--- config.mk ---
export PLATFORM = sky130hd
export DESIGN_NAME = mqps_ctrl
export DESIGN_NICKNAME = d
export VERILOG_FILES = /design/src/mqps_pkg.sv /design/src/mqps_ctrl.sv
export VERILOG_INCLUDE_DIRS = /design/src /design/src/src
export SDC_FILE = /design/constraint.sdc
export NUM_CORES = 1
export LEC_CHECK = 0
export ABC_AREA = 1
export BUFFER_PORTS_ARGS = -buffer_cell sky130_fd_sc_hd__buf_2
export CAP_MARGIN = 20
export CORE_AREA = 8 8 45 47
export CTS_CLUSTER_DIAMETER = 40
export DETAILED_ROUTE_END_ITERATION = 6
export DIE_AREA = 0 0 53 55
export GPL_ROUTABILITY_DRIVEN = 0
export PLACE_DENSITY = 0.58
export SKIP_CTS_REPAIR_TIMING = 1
export SYNTH_ARGS = -nofsm -noshare
export SYNTH_HDL_FRONTEND = slang
export SYNTH_SLANG_ARGS = --single-unit
--- constraint.sdc ---
create_clock -name clk -period 1.8 [get_ports clk]
set_input_delay 0.36 -clock clk [delete_from_list [all_inputs] [get_ports clk]]
set_output_delay 0.36 -clock clk [all_outputs]
set_load 0.05 [all_outputs]
--- src/multi_axis_quadrature_pid_servo_unit_macros.svh ---
// ----------------------------------------------------------------------------
// Assertion macros
// Concurrent assertion wrappers shared by the servo RTL.
// ----------------------------------------------------------------------------
`ifndef MULTI_AXIS_QUADRATURE_PID_SERVO_UNIT_MACROS_SVH
`define MULTI_AXIS_QUADRATURE_PID_SERVO_UNIT_MACROS_SVH
`ifndef ASSERT_OFF
`define ASSERT_IMP(label, clk, rst_n, ante, cons) \
    label: assert property (@(posedge clk) disable iff (!rst_n) (ante) |-> (cons)) \
        else $error("assertion failed");
`define ASSERT_NXT(label, clk, rst_n, ante, cons) \
    label: assert property (@(posedge clk) disable iff (!rst_n) (ante) |=> (cons)) \
        else $error("assertion failed");
`else
`define ASSERT_IMP(label, clk, rst_n, ante, cons)
`define ASSERT_NXT(label, clk, rst_n, ante, cons)
`endif
`endif

--- src/mqps_pkg.sv ---
// ----------------------------------------------------------------------------
// Servo package
// Types, codes and constants shared by the servo modules.
// ----------------------------------------------------------------------------
package mqps_pkg;
    localparam int AXES_DEF = 6;
    localparam int FRAC_DEF = 8;
    localparam int PIN_BITS = 6;
    localparam int CNT_W = 32;
    localparam int REF_W = 40;
    localparam int SUM_W = 48;
    localparam int GAIN_W = 16;
    localparam int POS_W = 21;
    localparam int CFG_IDX_W = 3;
    localparam int CFG_DATA_W = 16;
    localparam int ACC_W = 72;

    localparam logic [1:0] ACT_PINS = 2'd0;
    localparam logic [1:0] ACT_REF = 2'd1;
    localparam logic [1:0] ACT_TICK = 2'd2;

    localparam logic [2:0] REG_KP = 3'd0;
    localparam logic [2:0] REG_KI = 3'd1;
    localparam logic [2:0] REG_KD = 3'd2;
    localparam logic [2:0] REG_SAT = 3'd3;
    localparam logic [2:0] REG_DZ = 3'd4;
    localparam logic [2:0] REG_CPR = 3'd5;

    typedef enum logic [3:0] {
        ST_IDLE,
        ST_REF_MUL,
        ST_REF_DIV,
        ST_REF_WR,
        ST_ERR,
        ST_MUL_P,
        ST_MUL_I,
        ST_MUL_D,
        ST_OUT,
        ST_WAIT
    } state_t;

    typedef struct packed {
        logic load;
        logic ref_mul;
        logic div_step;
        logic ref_wr;
        logic err;
        logic mul_p;
        logic mul_i;
        logic mul_d;
        logic emit;
        logic next_axis;
    } cmd_t;

    typedef struct packed {
        logic div_done;
        logic last_axis;
        logic out_busy;
    } sts_t;
endpackage

--- src/mqps_ctrl.sv ---
// ----------------------------------------------------------------------------
// Servo controller
// Sequences set-reference division and per-axis PID evaluation.
// ----------------------------------------------------------------------------
`include "multi_axis_quadrature_pid_servo_unit_macros.svh"
module mqps_ctrl (
    input  logic           clk,
    input  logic           rst_n,
    input  logic           in_valid,
    input  logic [1:0]     in_action,
    output logic           in_stall,
    input  mqps_pkg::sts_t sts,
    output mqps_pkg::cmd_t cmd
);
    import mqps_pkg::*;

    state_t state_reg, state_next;

    always_ff @(posedge clk or negedge rst_n)
    begin
        if (!rst_n)
        begin
            state_reg <= ST_IDLE;
        end
        else
        begin
            state_reg <= state_next;
        end
    end

    always_comb
    begin
        state_next = state_reg;
        cmd = '0;
        in_stall = 1'b1;
        case (state_reg)
            ST_IDLE:
            begin
                in_stall = 1'b0;
                if (in_valid)
                begin
                    cmd.load = 1'b1;
                    if (in_action == ACT_REF)
                    begin
                        state_next = ST_REF_MUL;
                    end
                    else if (in_action == ACT_TICK)
                    begin
                        state_next = ST_ERR;
                    end
                end
            end
            ST_REF_MUL:
            begin
                cmd.ref_mul = 1'b1;
                state_next = ST_REF_DIV;
            end
            ST_REF_DIV:
            begin
                cmd.div_step = 1'b1;
                if (sts.div_done)
                begin
                    state_next = ST_REF_WR;
                end
            end
            ST_REF_WR:
            begin
                cmd.ref_wr = 1'b1;
                state_next = ST_IDLE;
            end
            ST_ERR:
            begin
                cmd.err = 1'b1;
                state_next = ST_MUL_P;
            end
            ST_MUL_P:
            begin
                cmd.mul_p = 1'b1;
                state_next = ST_MUL_I;
            end
            ST_MUL_I:
            begin
                cmd.mul_i = 1'b1;
                state_next = ST_MUL_D;
            end
            ST_MUL_D:
            begin
                cmd.mul_d = 1'b1;
                state_next = ST_OUT;
            end
            ST_OUT:
            begin
                if (!sts.out_busy)
                begin
                    cmd.emit = 1'b1;
                    cmd.next_axis = 1'b1;
                    state_next = sts.last_axis ? ST_WAIT : ST_ERR;
                end
            end
            ST_WAIT:
            begin
                if (!sts.out_busy)
                begin
                    state_next = ST_IDLE;
                end
            end
            default:
            begin
                state_next = ST_IDLE;
            end
        endcase
    end

    `ASSERT_NXT(a_err_to_mul, clk, rst_n, state_reg == ST_ERR, state_reg == ST_MUL_P)
    `ASSERT_IMP(a_stall_busy, clk, rst_n, state_reg != ST_IDLE, in_stall)
    `ASSERT_IMP(a_emit_free, clk, rst_n, cmd.emit, !sts.out_busy)
endmodule

# [After elaboration in Yosys (flattened, before gate mapping)]
# Cells that the tools add are included.
[op_classes] n_addsub=0 bitwise_logic=0 mul=0 mux=20 n_shift=0 n_reduce_logical=2 magnitude_cmp=0 div=0 n_eq_ne=16
[op_table] operator="$pmux W4 S9" count=1
[op_table] operator="$mux W4" count=7
[op_table] operator="$eq A4 B3 Y1 const B" count=4
[op_table] operator="$mux W1" count=10
[op_table] operator="$eq A4 B2 Y1 const B" count=2
[op_table] operator="$eq A4 B4 Y1 const B" count=2
[op_table] operator="$ne A2 B2 Y1 const B" count=4
[op_table] operator="$reduce_and A5 Y1" count=1
[op_table] operator="$eq A4 B1 Y1 const B" count=1
[op_table] operator="$logic_not A4 Y1" count=1
[op_table] operator="$mux W2" count=2
[op_table] operator="$ne A3 B3 Y1 const B" count=1
[op_table] operator="$eq A2 B1 Y1 const B" count=1
[op_table] operator="$eq A2 B2 Y1 const B" count=1
[totals] latchBits=0 mem_bits_rw=0 reg_bits=4 memories=0 wordCells=39 out_inout_bits=11 mem_bits_ro=0

# [Depth between registers and ports, before layout]
# Gate-level depths: netlist of the first run.
[depth] depth_word=5 mapped_depth=9 mapped_depth_nobuf=9

# [Worst setup path before layout of the first run]
# No wires, ideal clock.
[synth_timing] kind="register to output" start="register state_reg[1]" end="output port cmd[1] in the netlist's numbering" stages_incl_launch_ff=5 slack_ns=-0.286 t_arrival_ns=1.726 required_ns=1.440 path_buffers=1 cell_sequence="dfrtp_1 -> nor2_2 -> nand2_1 -> nor2_1 -> buf_4"
[synth_lines] item="start: declaration" line="mqps_ctrl.sv:17" rtl="state_t state_reg, state_next;"
[synth_lines] item="start signal: assignment" line="mqps_ctrl.sv:27" rtl="state_reg <= state_next;"
[synth_lines] item="end: declaration" line="mqps_ctrl.sv:13" rtl="output mqps_pkg::cmd_t cmd"

==> reports/qor.yml, run 1 <==
status: "finished, final reports clean"
antenna_found_initial: 0
dpl_cell_area_um2: 467
clock-skew-final_ps: 2.35
layout.cells.most_common_list: "14 x inv_1, 14 x nand2_1, 13 x nor2_1, 13 x buf_2, 7 x clkbuf_4"
worst_hold_slack_ps: 414
die_y_um: 55
synth.cell_area_um2: 359
area_growth_pct: 44.6
p_clk_share_pct: 11.3
m1WireLength_um: 441
cts_inserted_buffers: 3
setup_viol: 0
clock_sinks: 4
path_delay_family: "simple AND/OR/NAND/NOR gates"
synth_fp_nets: 72
wire_per_inst_um: 10.2
drv_slew: 0
grt_pass1_wl_mm: 1.59
antenna_left: 0
criticalPathCategory: "flop to output port"
cts_tree: "yes"
drtIter0Drc: 9
worst_ir_drop_vdd_mv: 0.768
cp-end-kind: "output port"
yosysSeqAreaShare_pct: 27.9
relSlewSlack_pct: 80.9
arrival_ps: 1390
insertion_delay_ps: 240
drcViolationCount: 0
fin_crit_ps: 1750
ys_types: 12
num_vias: 445
start_kind: "flop"
p_int_mw: 0.391
place.detailed.hpwl_um: 851
syn_inst: 63
post-route-period-util_pct: 97.4
tightest_slew_ps: 285
dr.pass1.iters: 4
critical_path.cell_chain: "nor2_1, nand2_1, inv_1, buf_2"
antenna_cells: 0
grt_max_degree: 8
drv_cap: 0
rsz0062_at_grt: "yes"
min_path_type: "input port to flop"
cts-root-buf: "clkbuf_4"
worst_ep_required_time_ps: 1440
rows: 14
ios: 19
switching_share_pct: 61.3
crit_buf_inv: 2
ys_ff_latch: 4
grt_pass1_vias: 405
clockBufferDepth: 2
yosysWarnings: 0
hold_viol_final: 0
fillers: 163
combPwrFrac_pct: 68.7
nets: 95
core_um2: 1380
path_max_fanout: 5
synth_area_per_cell_um2: 5.70
avgViaCountPerCell: 4.45
clkTransAtPathRegs_ps: 40
grt-ovfl-total: 0
p_sw_mw: 0.620
grt_usage_pct: 7.89
powerDensity_nw_per_um2: 1950
routed_wl_mm: 1.02
initial_utilization_pct: 25.9
dieArea_um2: 2920
top_layer: "met4"
drive_gt1_share_pct: 34.5
met2_wirelength_um: 429
htreeDepth: 1
die_x_um: 53
fin_area_um2: 519
cp_slowest_stage_delay_ps: 410
fmax_ghz: 0.571
p_leak_nw: 0.328
critPathSlowestCell: "dfrtp_1"
largest_reg_flops: 4
seq_power_share_pct: 20.0
wl_met3_um: 122
portBuffers: 18
[through the flow]
stage / setup WS [ps] / instances / power (mW) / util [%] / TNS (ps)
5_1_grt: -23.3 / 100 / 1.10 / 37.5 / -79.9
2_1_floorplan: -243 / 63 / 0.718 / - / -512
6_report: 47.7 / 100 / 1.01 / 37.5 / 0
4_1_cts: -4.42 / 99 / 0.987 / 35.4 / -7.98
3_3_place_gp: 264 / 96 / 0.866 / 33.7 / 0
3_5_place_dp: 250 / 96 / 0.870 / 33.7 / 0
[area by class of cell]
cell class              count  area [um^2]  share of cell area [%]
clock buffers               3         22.5                    4.34
inverters                  14         52.6                    10.1
multi-input cells          44          209                    40.2
flip-flops and latches      4          103                    19.8
well taps                  16         20.0                    3.86
repair buffers             19          113                    21.7
[worst reg2reg max path: stages (launching register included)]
cell and delay, ps:
dfrtp_1 410, nor2_1 270, nand2_1 140, nor2_1 100, nor2_1 70, nand2_1 60
nand2_1 50
[final timing paths]
check	startpoint	end	slack [ps]	cells past startpoint
setup reg to reg	state_reg[2]$_DFFE_PN0P_	state_reg[3]$_DFFE_PN0P_	590	6
hold / removal	sts[0]	state_reg[0]$_DFFE_PN0P_	410	3
hold reg to reg	state_reg[3]$_DFFE_PN0P_	state_reg[1]$_DFFE_PN0P_	530	1
min in group asynchronous	rst_n	state_reg[1]$_DFFE_PN0P_	460	2
setup / recovery	state_reg[2]$_DFFE_PN0P_	cmd[7]	50	4
max in group asynchronous	rst_n	state_reg[0]$_DFFE_PN0P_	1210	2
[kinds of logic (layout without fill, tap and decap cells)]
| logic type | after synthesis | count (layout) | synth area share [%] |
|---|---|---|---|
| flops | 4 | 4 | 27.9 |
| buf+inv | 15 | 36 | 16.7 |
| fa+ha+maj | 1 | 1 | 3.48 |
| compound gates | 2 | 2 | 3.83 |
| simple gates | 41 | 41 | 48.1 |
[per-layer routing]
layer	up-vias	global-route usage, %
met3	2	5.08
met1	187	8.28
met5	-	0
li1	232	-
met4	0	6.47
met2	24	10.9
[power groups by stage]
stage	Clock [mW]	Combinational, mW	Sequential (mW)
after global placement	0	0.679	0.187
after floorplan	0	0.544	0.174
final	0.114	0.695	0.202
after global routing	0.126	0.765	0.208
after detailed placement	0	0.681	0.188
after CTS	0.117	0.683	0.187
[Yosys cell counts]
cell / n / area, um^2
nor2_1: 15 / 56.3
inv_1: 14 / 52.6
nand2_1: 14 / 52.6
nand3_1: 5 / 25.0
dfrtp_1: 4 / 100
nor3_1: 4 / 20.0
nor2_2: 2 / 12.5
buf_4: 1 / 7.51
ha_1: 1 / 12.5
nand2_2: 1 / 6.26
o21ai_0: 1 / 5.00
o21ai_2: 1 / 8.76
(Power assumes the default switching activity.)
==> run 2: changes to the inputs <==
--- a/config.mk
+++ b/config.mk
@@ -10,6 +10,7 @@
 export BUFFER_PORTS_ARGS = -buffer_cell sky130_fd_sc_hd__buf_2
 export CAP_MARGIN = 20
 export CORE_AREA = 8 8 45 47
+export CTS_BUF_LIST = sky130_fd_sc_hd__clkbuf_2
 export CTS_CLUSTER_DIAMETER = 40
 export DETAILED_ROUTE_END_ITERATION = 6
 export DIE_AREA = 0 0 53 55
==> run 2 against run 1 <==
  * Global-route usage shrank 0.77 points
  * Register-to-register slack barely moved
  * Critical path type unchanged
  * Highest routed layer unchanged
  * Core utilization fell by 0.99 points
  * Critical endpoint unchanged
  * Largest power group unchanged
  * Final area fell by 2.7%
  * Clock power shrank 28%
  * First-iteration DRC count increased by 67%
  * Clock skew increased by 2.4 ps
  * Sequential share of layout area grew 0.29 points
  * Combinational power about the same
==> reports/qor.yml, run 2 (same netlist as run 1, synthesis figures left out) <==
antenna_left: 0
fin_util_pct: 36.5
fmax_ghz: 0.581
arrival_ps: 1360
drcViolationCount: 0
fin_crit_ps: 1720
layout.cells.most_common_list: "15 x buf_2, 14 x inv_1, 14 x nand2_1"
grt_usage_pct: 7.13
clock_sinks: 4
powerDensity_nw_per_um2: 1930
status: "finished, final reports clean"
nets: 95
drv_slew: 0
core_um2: 1380
p_leak_nw: 0.329
setup_viol: 0
min_path_type: "input port to flop"
final_common_cell: "buf_2"
avgViaCountPerCell: 4.47
rows: 14
clkTransAtPathRegs_ps: 50
insertion_delay_ps: 210
relSlewSlack_pct: 80.5
worst_ep_required_time_ps: 1440
htreeDepth: 1
grt-ovfl-total: 0
worst_ir_drop_vdd_mv: 0.752
portBuffers: 18
start_kind: "flop"
die_y_um: 55
worst_r2r_path_depth: 6
rrSetupSlack_ps: 580
grt_pass1_vias: 404
area_growth_pct: 40.8
grt_max_degree: 8
antenna_found_initial: 0
stdcell_count: 100
crit_start: "state_reg[2]$_DFFE_PN0P_"
grt_pass1_wl_mm: 1.51
dieArea_um2: 2920
routed_wl_mm: 1.02
cts_tree: "yes"
drtIter0Drc: 15
path_max_fanout: 5
layout_setup_ws_ps: 77.6
drive_gt1_share_pct: 33.3
initial_utilization_pct: 25.9
dp_cells: 96
post-route-period-util_pct: 95.7
cts_inserted_buffers: 3
r2r-end: "state_reg[3]$_DFFE_PN0P_"
largest_reg_flops: 4
cp-end-kind: "output port"
rsz0062_at_grt: "yes"
dp_slack_ps: 250
criticalPathCategory: "flop to output port"
num_vias: 447
tightest_slew_ps: 292
total_power_mw: 0.976
wire_per_inst_um: 10.2
dr.pass1.iters: 4
r2r-start: "state_reg[2]$_DFFE_PN0P_"
endpoint: "cmd[7]"
antenna_cells: 0
drv_cap: 0
fillers: 163
clock-skew-final_ps: 4.80
ios: 19
die_x_um: 53
clockBufferDepth: 2
hold_viol_final: 0
worst_hold_slack_ps: 445
cts-root-buf: "clkbuf_2"
place.detailed.hpwl_um: 851
==> run 2: cell types whose count changed in the layout (fill, tap and decap cells not counted), sizes merged <==
cell	change
clkbuf	-1
buf	+1
==> run 2: stage by stage <==
step	TNS, ps	area [um^2]
floorplan	-512	364
detailed placement	0	467
global placement	0	467
CTS	0	482
finish	0	505
global route	-43.4	505
==> run 2: worst min-delay path by stage <==
stage                      start                  endpoint  slack, ps  cells after the start
after floorplan            rst_n  state_reg[0]$_DFFE_PN0P_         60                      0
after global placement     rst_n  state_reg[3]$_DFFE_PN0P_        170                      1
after detailed placement   rst_n  state_reg[3]$_DFFE_PN0P_        170                      1
after CTS                  rst_n  state_reg[3]$_DFFE_PN0P_        -60                      1
after global routing      sts[0]  state_reg[0]$_DFFE_PN0P_        470                      3
final                     sts[0]  state_reg[0]$_DFFE_PN0P_        450                      3
==> run 2: layout make-up <==
cell class | count | area (um^2) | share of cell area (%)
Inverter | 14 | 52.6 | 10.4
Clock buffer | 3 | 15.0 | 2.97
Tap cell | 16 | 20.0 | 3.96
Timing Repair Buffer | 19 | 108 | 21.3
Sequential cell | 4 | 101 | 20.0
Multi-Input combinational cell | 44 | 209 | 41.3
==> run 2: worst max-delay path, cell delays in order, from the launching register on <==
cell and delay (ps):
dfrtp_1 410, nor2_1 270, nand2_1 130, inv_1 80, buf_2 260
==> run 2: where the power goes <==
part / switching, mW / internal [mW]
Sequential: 0.0678 / 0.131
Combinational: 0.514 / 0.181
Clock: 0.0376 / 0.0449
==> run 2: metal layers <==
layer  routed length [um]  vias to the layer above  share of wire (%)  GRT usage (%)
met1                  462                      191                 45           7.98
met5                    0                        -                  0              0
met2                  437                       23                 43           10.9
met3                   99                        2                9.7           3.48
li1                     -                      231                  -              -
met4                   20                        0                2.0           3.88
==> run 3: changes to the inputs <==
--- a/config.mk
+++ b/config.mk
@@ -16,6 +16,7 @@
 export DIE_AREA = 0 0 53 55
 export GPL_ROUTABILITY_DRIVEN = 0
 export PLACE_DENSITY = 0.58
+export SETUP_SLACK_MARGIN = 0.4
 export SKIP_CTS_REPAIR_TIMING = 1
 export SYNTH_ARGS = -nofsm -noshare
 export SYNTH_HDL_FRONTEND = slang
==> run 3 against run 2 <==
  * Die area unchanged
  * Flip-flop and latch count unchanged
  * Combinational power increased by 37%
  * Clock skew increased by 5.1 ps
  * Via count unchanged
  * Non-clock buffer count increased by 3
  * First-iteration DRC count decreased by 73%
  * Setup slack improved by 130 ps
  * Critical path type unchanged
==> reports/qor.yml, run 3 (same netlist as run 1, synthesis figures left out) <==
portBuffers: 18
post-route-period-util_pct: 88.6
tns_ps: 0
cts-root-buf: "clkbuf_2"
arrival_ps: 1230
drv_cap: 0
critPathSlowestCell: "dfrtp_2"
drcViolationCount: 0
nets: 98
grt_usage_pct: 7.57
crit_start: "state_reg[1]$_DFFE_PN0P_"
clock_sinks: 4
die_x_um: 53
layout.cells.most_common_list: "12 x nand2_1, 10 x inv_1, 9 x buf_6"
cp-end-kind: "output port"
worst_ir_drop_vdd_mv: 0.830
powerDensity_nw_per_um2: 1850
largest_reg_flops: 4
insertion_delay_ps: 210
criticalPathCategory: "flop to output port"
cp_slowest_stage_delay_ps: 460
dpl_cell_area_um2: 534
clkTransAtPathRegs_ps: 50
path_max_fanout: 7
rrSetupSlack_ps: 630
htreeDepth: 1
layout_setup_ws_ps: 206
drtIter0Drc: 4
start_kind: "flop"
clock-skew-final_ps: 9.87
dieArea_um2: 2920
worst_ep_required_time_ps: 1440
area_growth_pct: 90.9
grt_pass1_vias: 439
p_leak_nw: 0.365
place.detailed.hpwl_um: 867
r2r-start: "state_reg[1]$_DFFE_PN0P_"
drive_gt1_share_pct: 55.7
grt_max_degree: 8
drv_slew: 0
fin_crit_ps: 1590
dr.pass1.iters: 2
antenna_left: 0
rows: 14
fmax_ghz: 0.627
min_path_type: "input port to flop"
crit_path_frequent_cell: "nor2_4"
wire_per_inst_um: 9.81
status: "finished, final reports clean"
hold_viol_final: 0
antenna_found_initial: 0
cts_tree: "yes"
ios: 19
clockBufferDepth: 2
hold_path_startpoint: "sts[0]"
core_um2: 1380
antenna_cells: 0
final_common_cell: "nand2_1"
rsz0062_at_grt: "yes"
avgViaCountPerCell: 4.30
critical_path.cell_chain: "nor2_4, nand2_2, nor2_4, buf_8"
die_y_um: 55
num_vias: 447
setup_viol: 0
grt_pass1_wl_mm: 1.64
dp_slack_ps: 234
routed_wl_mm: 1.02
fin_util_pct: 49.5
relSlewSlack_pct: 88.8
grt-ovfl-total: 0
initial_utilization_pct: 25.9
tightest_slew_ps: 166
cts_inserted_buffers: 3
fin_area_um2: 686
run 3: changes by cell type in the layout (fill, tap and decap cells not counted), sizes merged:
cell    change
buf         +6
clkbuf      -2
run 3: worst max-delay path, delay by kind of cell, from the launching register on:
| family | cells | cell delay [ps] |
|---|---|---|
| flops | 1 | 460 |
| simple gates | 3 | 420 |
| buf+inv | 1 | 160 |
run 3: per-layer routing:
metal  GRT usage (%)  vias up  wire length, um
met1            7.98      203              395
li1                -      236                -
met5               0        -                0
met3            2.14        0               60
met4            6.47        0                0
met2            12.3        8              565
run 3: path summary, 6_finish.rpt:
check / endpoint / cells after the start
worst max-delay path: cmd[0] / 4
worst min-delay path: state_reg[0]$_DFFE_PN0P_ / 3
worst max register to register: state_reg[2]$_DFFE_PN0P_ / 6
worst min register to register: state_reg[1]$_DFFE_PN0P_ / 1
max in group asynchronous: state_reg[2]$_DFFE_PN0P_ / 2
min in group asynchronous: state_reg[1]$_DFFE_PN0P_ / 2
run 3: through the flow:
step	hold slack (ps)	std cells	power (mW)
2_1_floorplan	64.4	63	0.840
3_3_place_gp	165	96	0.988
3_5_place_dp	168	96	0.985
4_1_cts	-65.4	100	1.09
5_1_grt	456	104	1.36
6_report	474	104	1.27
run 3: power by group:
part,total (mW),internal (mW),leakage (nW),switching (mW)
sequential,0.221,0.136,0.0455,0.0854
clock,0.0949,0.0586,0.0166,0.0363
combinational,0.953,0.335,0.303,0.618
total,1.27,0.529,0.365,0.740
run 3: cell type report:
type,count,area [um^2]
fill,135,698
sequential,4,105
tap,16,20.0
clock buffer,4,20.0
inverter,14,55.1
timing repair buffer,22,199
multi-input combinational,44,287
